===== src/sv/acs_pkg.sv =====
package acs_pkg;

    // Operation codes carried in the request word
    localparam logic [1:0] OP_LOAD  = 2'd0;
    localparam logic [1:0] OP_QUERY = 2'd1;
    localparam logic [1:0] OP_CLEAR = 2'd2;

    // Contact normal axis codes
    localparam logic [1:0] AXIS_X = 2'd0;
    localparam logic [1:0] AXIS_Y = 2'd1;
    localparam logic [1:0] AXIS_Z = 2'd2;

    // At most this many contacts are reported for one query
    localparam int RESULT_CAP = 32;
    localparam int CNT_W      = $clog2(RESULT_CAP + 1);

    typedef struct packed {
        logic [1:0]         operation;
        logic [4:0]         slot;
        logic [15:0]        entity_id;
        logic signed [31:0] pos_x;
        logic signed [31:0] pos_y;
        logic signed [31:0] pos_z;
        logic signed [31:0] box_min_x;
        logic signed [31:0] box_max_x;
        logic signed [31:0] box_min_y;
        logic signed [31:0] box_max_y;
        logic signed [31:0] box_min_z;
        logic signed [31:0] box_max_z;
    } acs_in_t;

    typedef struct packed {
        logic        hit;
        logic [15:0] mover_id;
        logic [15:0] obstacle_id;
        logic [31:0] depth;
        logic [1:0]  axis;
        logic        toward_negative;
        logic        last;
    } acs_out_t;

    // Controller to datapath
    typedef struct packed {
        logic wr_en;
        logic clr_en;
        logic q_load;
        logic rd_en;
        logic rd_last;
        logic flush;
    } acs_cmd_t;

    // Datapath to controller
    typedef struct packed {
        logic adv;
        logic scan_done;
        logic out_free;
    } acs_stat_t;

endpackage


===== src/sv/acs_ctrl.sv =====
module acs_ctrl #(
    parameter int OBSTACLE_SLOTS = 32
) (
    input  logic                                   clk,
    input  logic                                   rst_n,
    input  logic                                   req_valid,
    output logic                                   req_stall,
    input  logic [1:0]                             operation,
    input  acs_pkg::acs_stat_t                     st,
    output acs_pkg::acs_cmd_t                      cmd,
    output logic [$clog2(OBSTACLE_SLOTS+1)-1:0]    rd_addr
);
    import acs_pkg::*;

    localparam int AW = $clog2(OBSTACLE_SLOTS + 1);
    localparam logic [AW-1:0] LAST_SLOT = AW'(OBSTACLE_SLOTS - 1);

    typedef enum logic [1:0] {ST_IDLE, ST_SCAN, ST_DRAIN, ST_FLUSH} state_t;

    state_t        state_reg;
    logic [AW-1:0] cnt_reg;
    logic          accept;

    assign accept    = req_valid && (state_reg == ST_IDLE);
    assign req_stall = (state_reg != ST_IDLE);
    assign rd_addr   = cnt_reg;

    // Decode commands from state and handshake
    always_comb
    begin
        cmd         = '0;
        cmd.wr_en   = accept && (operation == OP_LOAD);
        cmd.clr_en  = accept && (operation == OP_CLEAR);
        cmd.q_load  = accept && (operation == OP_QUERY);
        cmd.rd_en   = (state_reg == ST_SCAN) && st.adv;
        cmd.rd_last = (cnt_reg == LAST_SLOT);
        cmd.flush   = (state_reg == ST_FLUSH);
    end

    // Sequence a query: scan, drain pipeline, flush final word
    always_ff @(posedge clk or negedge rst_n)
    begin
        if (!rst_n)
        begin
            state_reg <= ST_IDLE;
            cnt_reg   <= '0;
        end
        else
        begin
            case (state_reg)
                ST_IDLE:
                begin
                    cnt_reg <= '0;
                    if (cmd.q_load)
                        state_reg <= ST_SCAN;
                end
                ST_SCAN:
                begin
                    if (st.adv)
                    begin
                        cnt_reg <= cnt_reg + 1'b1;
                        if (cnt_reg == LAST_SLOT)
                            state_reg <= ST_DRAIN;
                    end
                end
                ST_DRAIN:
                begin
                    if (st.scan_done)
                        state_reg <= ST_FLUSH;
                end
                ST_FLUSH:
                begin
                    if (st.out_free)
                        state_reg <= ST_IDLE;
                end
                default:
                    state_reg <= ST_IDLE;
            endcase
        end
    end

    a_no_accept_busy: assert property (@(posedge clk) disable iff (!rst_n)
        (state_reg != ST_IDLE) |-> !(cmd.wr_en || cmd.clr_en || cmd.q_load))
        else $error("request taken while busy");
    a_cnt_range: assert property (@(posedge clk) disable iff (!rst_n)
        (state_reg == ST_SCAN) |-> (cnt_reg <= LAST_SLOT))
        else $error("scan index beyond table");
    a_flush_after_scan: assert property (@(posedge clk) disable iff (!rst_n)
        $rose(state_reg == ST_FLUSH) |-> $past(st.scan_done))
        else $error("flush without finished scan");

endmodule


===== config.mk =====
export PLATFORM = sky130hd
export DESIGN_NAME = acs_ctrl
export DESIGN_NICKNAME = d
export VERILOG_FILES = /design/src/sv/acs_pkg.sv /design/src/sv/acs_ctrl.sv
export SDC_FILE = /design/constraint.sdc
export NUM_CORES = 1
export LEC_CHECK = 0
export BUFFER_PORTS_ARGS = -buffer_cell sky130_fd_sc_hd__buf_2
export CORE_AREA = 2 2 39 41
export CTS_BUF_LIST = sky130_fd_sc_hd__clkbuf_4 sky130_fd_sc_hd__clkbuf_8
export CTS_CLUSTER_DIAMETER = 120
export DETAILED_ROUTE_END_ITERATION = 10
export DIE_AREA = 0 0 41 43
export GPL_TIMING_DRIVEN = 0
export MAX_ROUTING_LAYER = met4
export PLACE_DENSITY = 0.67
export SLEW_MARGIN = 25
export SYNTH_ARGS = -nofsm -noshare
export SYNTH_HDL_FRONTEND = slang
export SYNTH_SLANG_ARGS = --single-unit

===== constraint.sdc =====
create_clock -name clk -period 2.3 [get_ports clk]
set_input_delay 0.46 -clock clk [delete_from_list [all_inputs] [get_ports clk]]
set_output_delay 0.46 -clock clk [all_outputs]
set_load 0.02 [all_outputs]

==> flow_metrics.env <==
export IMPL_critPathLaunchType="flip-flop"
export IMPL_syn_to_final_growth_pct=27.3
export IMPL_synth_area_leaders="dfrtp_1 38%, ha_1 12%, nand2_1 4.3%"
export IMPL_die_h_um=43
export IMPL_fin_tns_setup_ns=0
export IMPL_synth_seq_area_share_pct=38.3
export IMPL_port_buffers=20
export IMPL_skew_ns=0.00411
export IMPL_num_vias=494
export IMPL_worst_path_buf_inv=2
export IMPL_synth_compound_area_share_pct=14.6
export IMPL_worstSetupEndpointType="output port"
export IMPL_synth_distinct_cells=22
export IMPL_rsz0062_at_grt="false"
export IMPL_period_minus_slack_ns=1.96
export IMPL_worst_setup_path_type="flip-flop to output port"
export IMPL_crit_chain="inv_1 -> ha_1 -> nand2_1 -> nor3b_1 -> buf_2"
export IMPL_cts_max_path_buffers=2
export IMPL_setup_viol=0
export IMPL_hold_violations=0
export IMPL_final_cell_mix="20 x buf_2, 8 x dfrtp_1, 6 x nand2_1, 6 x nor2_1"
export IMPL_cp_top_family="flip-flops"
export IMPL_dpl_worst_slack_ns=0.569
export IMPL_place_area_um2=643
export IMPL_leakagePower_nw=0.348
export IMPL_max_cap_viol_count=0
export IMPL_wl_mm=1.09
export IMPL_cts_buffers=3
export IMPL_power_density_mw_per_mm2=1040
export IMPL_tritoncts="built"
export IMPL_crit_fanout=6
export IMPL_worst_slack_ns=0.335
export IMPL_grt_pass1_wl_mm=1.78
export IMPL_drc=0
export IMPL_start_util_pct=37.8
export IMPL_cp_slowest_cell="dfrtp_1"
export IMPL_clock_sinks=8
export IMPL_synthCells=57
export IMPL_ys_ff_latch=8
export IMPL_initialDrtViolationCount=3
export IMPL_slew_viol_final=0
export IMPL_avgRoutedWirePerCell_um=11.3
export IMPL_synth_area_per_cell_um2=9.18
export IMPL_track_usage_pct=15.4
export IMPL_required_ns=1.84
export IMPL_die_area_mm2=0.00176
export IMPL_relSlewSlack_pct=85.4
export IMPL_io_pins=21
export IMPL_synth_top_area_share_pct=38.3
export IMPL_tightest_slew_ns=0.218
export IMPL_n_antenna_cell=0
export IMPL_synth_adder_area_share_pct=12.0
export IMPL_htreeDepth=1
export IMPL_ys_warn_count=0
export IMPL_dpl_hpwl_um=894
export IMPL_grt_max_degree=9
export IMPL_largest_register_ffs=6
export IMPL_synthSimpleGateAreaFrac_pct=25.4
export IMPL_grt_pass1_vias=469
export IMPL_yosys_area_top_type="dfrtp_1"
export IMPL_power_uw=694
export IMPL_fin_crit_sh_pct=85.4
export IMPL_antenna_found_initial=0
export IMPL_nets=95
export IMPL_status="finished, final reports clean"
export IMPL_cpPeakStageDelay_ns=0.40
export IMPL_arrival_ns=1.50
export IMPL_final_cell_area_um2=666
export IMPL_synth_mux_area_fraction_pct=2.87
export IMPL_rows=14
export IMPL_gp_congestion=0.658
export IMPL_first_pass_iters=2
export IMPL_via_per_inst=5.15
export IMPL_hold_class="input pin to async pin"
export IMPL_ant_nets=0
export IMPL_core_area_mm2=0.00138
export IMPL_fmax_mhz=509
export IMPL_cts_hold_buf=0
export IMPL_fp_dieW_um=41
export IMPL_mostFrequentLayoutCell="buf_2"
export IMPL_path_clk_slew_ns=0.06
export IMPL_cts_root_buffer="clkbuf_4"
export IMPL_postCtsSetupRepairBufs=0
export IMPL_syn_num_nets=70
export IMPL_clock_latency_ns=0.25
export IMPL_post_cts_resized=0
export IMPL_synth_top_family_by_area="simple AND/OR/NAND/NOR gates"
export IMPL_netlist_area_um2=523
export IMPL_peakVddDrop_mv=0.450
export IMPL_drive_gt1_share_pct=33.8
export IMPL_synth_xor_area_share_pct=3.35
export IMPL_overflow=0
## Yosys cell counts (all sizes together)
library cell	n
xnor2	1
nand2b	2
xor2	1
or3	1
nand3	2
a22o	1
a32oi	1
o2111ai	1
nor3	2
mux2	1
ha	5
nor3b	3
inv	5
nand2	6
dfrtp	8
nand3b	2
a21oi	3
nor2b	1
nor2	6
o21ai	5
## cell type report
| cell class | instances | area [µm²] |
|---|---|---|
| clock buffer | 3 | 22.5 |
| fill | 144 | 718 |
| inverter | 5 | 18.8 |
| multi-input combinational | 44 | 304 |
| sequential | 8 | 200 |
| tap | 16 | 20.0 |
| timing repair buffer | 20 | 100 |
## final timing paths
check                                         start                  endpoint  slack [ns]  cells past startpoint
setup / recovery           state_reg[0]$_DFFE_PN0P_                    cmd[3]        0.34                      5
hold / removal                                rst_n    rd_addr[4]$_DFFE_PN0P_        0.04                      1
setup reg to reg             rd_addr[0]$_DFFE_PN0P_  state_reg[1]$_DFFE_PN0P_        0.70                      5
hold reg to reg              rd_addr[3]$_DFFE_PN0P_    rd_addr[3]$_DFFE_PN0P_        0.56                      1
max in group asynchronous                     rst_n    rd_addr[1]$_DFFE_PN0P_        2.09                      1
min in group clk                              st[2]    rd_addr[0]$_DFFE_PN0P_        0.55                      4
## power breakdown
part / switching [mW] / internal (mW)
sequential: 0.0378 / 0.176
clock: 0.0485 / 0.0598
combinational: 0.216 / 0.156
total: 0.302 / 0.393
## metrics by stage
step,instances,hold WS (ns),utilization (%)
4_1_cts,96,0.0432,48.1
6_report,96,0.0416,48.1
2_1_floorplan,57,0.164,-
3_3_place_gp,93,0.313,46.5
3_5_place_dp,93,0.316,46.5
5_1_grt,96,0.0468,48.1
## routing by layer
layer / part of all wire, % / wire, µm / track usage, % / vias to the layer above
li1: - / - / - / 245
met1: 43 / 467 / 16.7 / 230
met2: 50 / 540 / 24.1 / 17
met3: 7.0 / 76 / 3.14 / 2
met4: 0.46 / 5 / 10.0 / 0
met5: 0 / 0 / - / -
## kinds of logic (layout without fill, tap and decap cells)
kind of cell               Yosys count  after routing
xor gates and xnor gates             2              2
DFF                                  8              8
AOI/OAI and AO/OA                   11             11
buffers and inverters                5             28
adders and majority gates            5              5
and+or+nand+nor                     25             25
muxes                                1              1
Note: power is estimated with default switching activity, not from simulation.
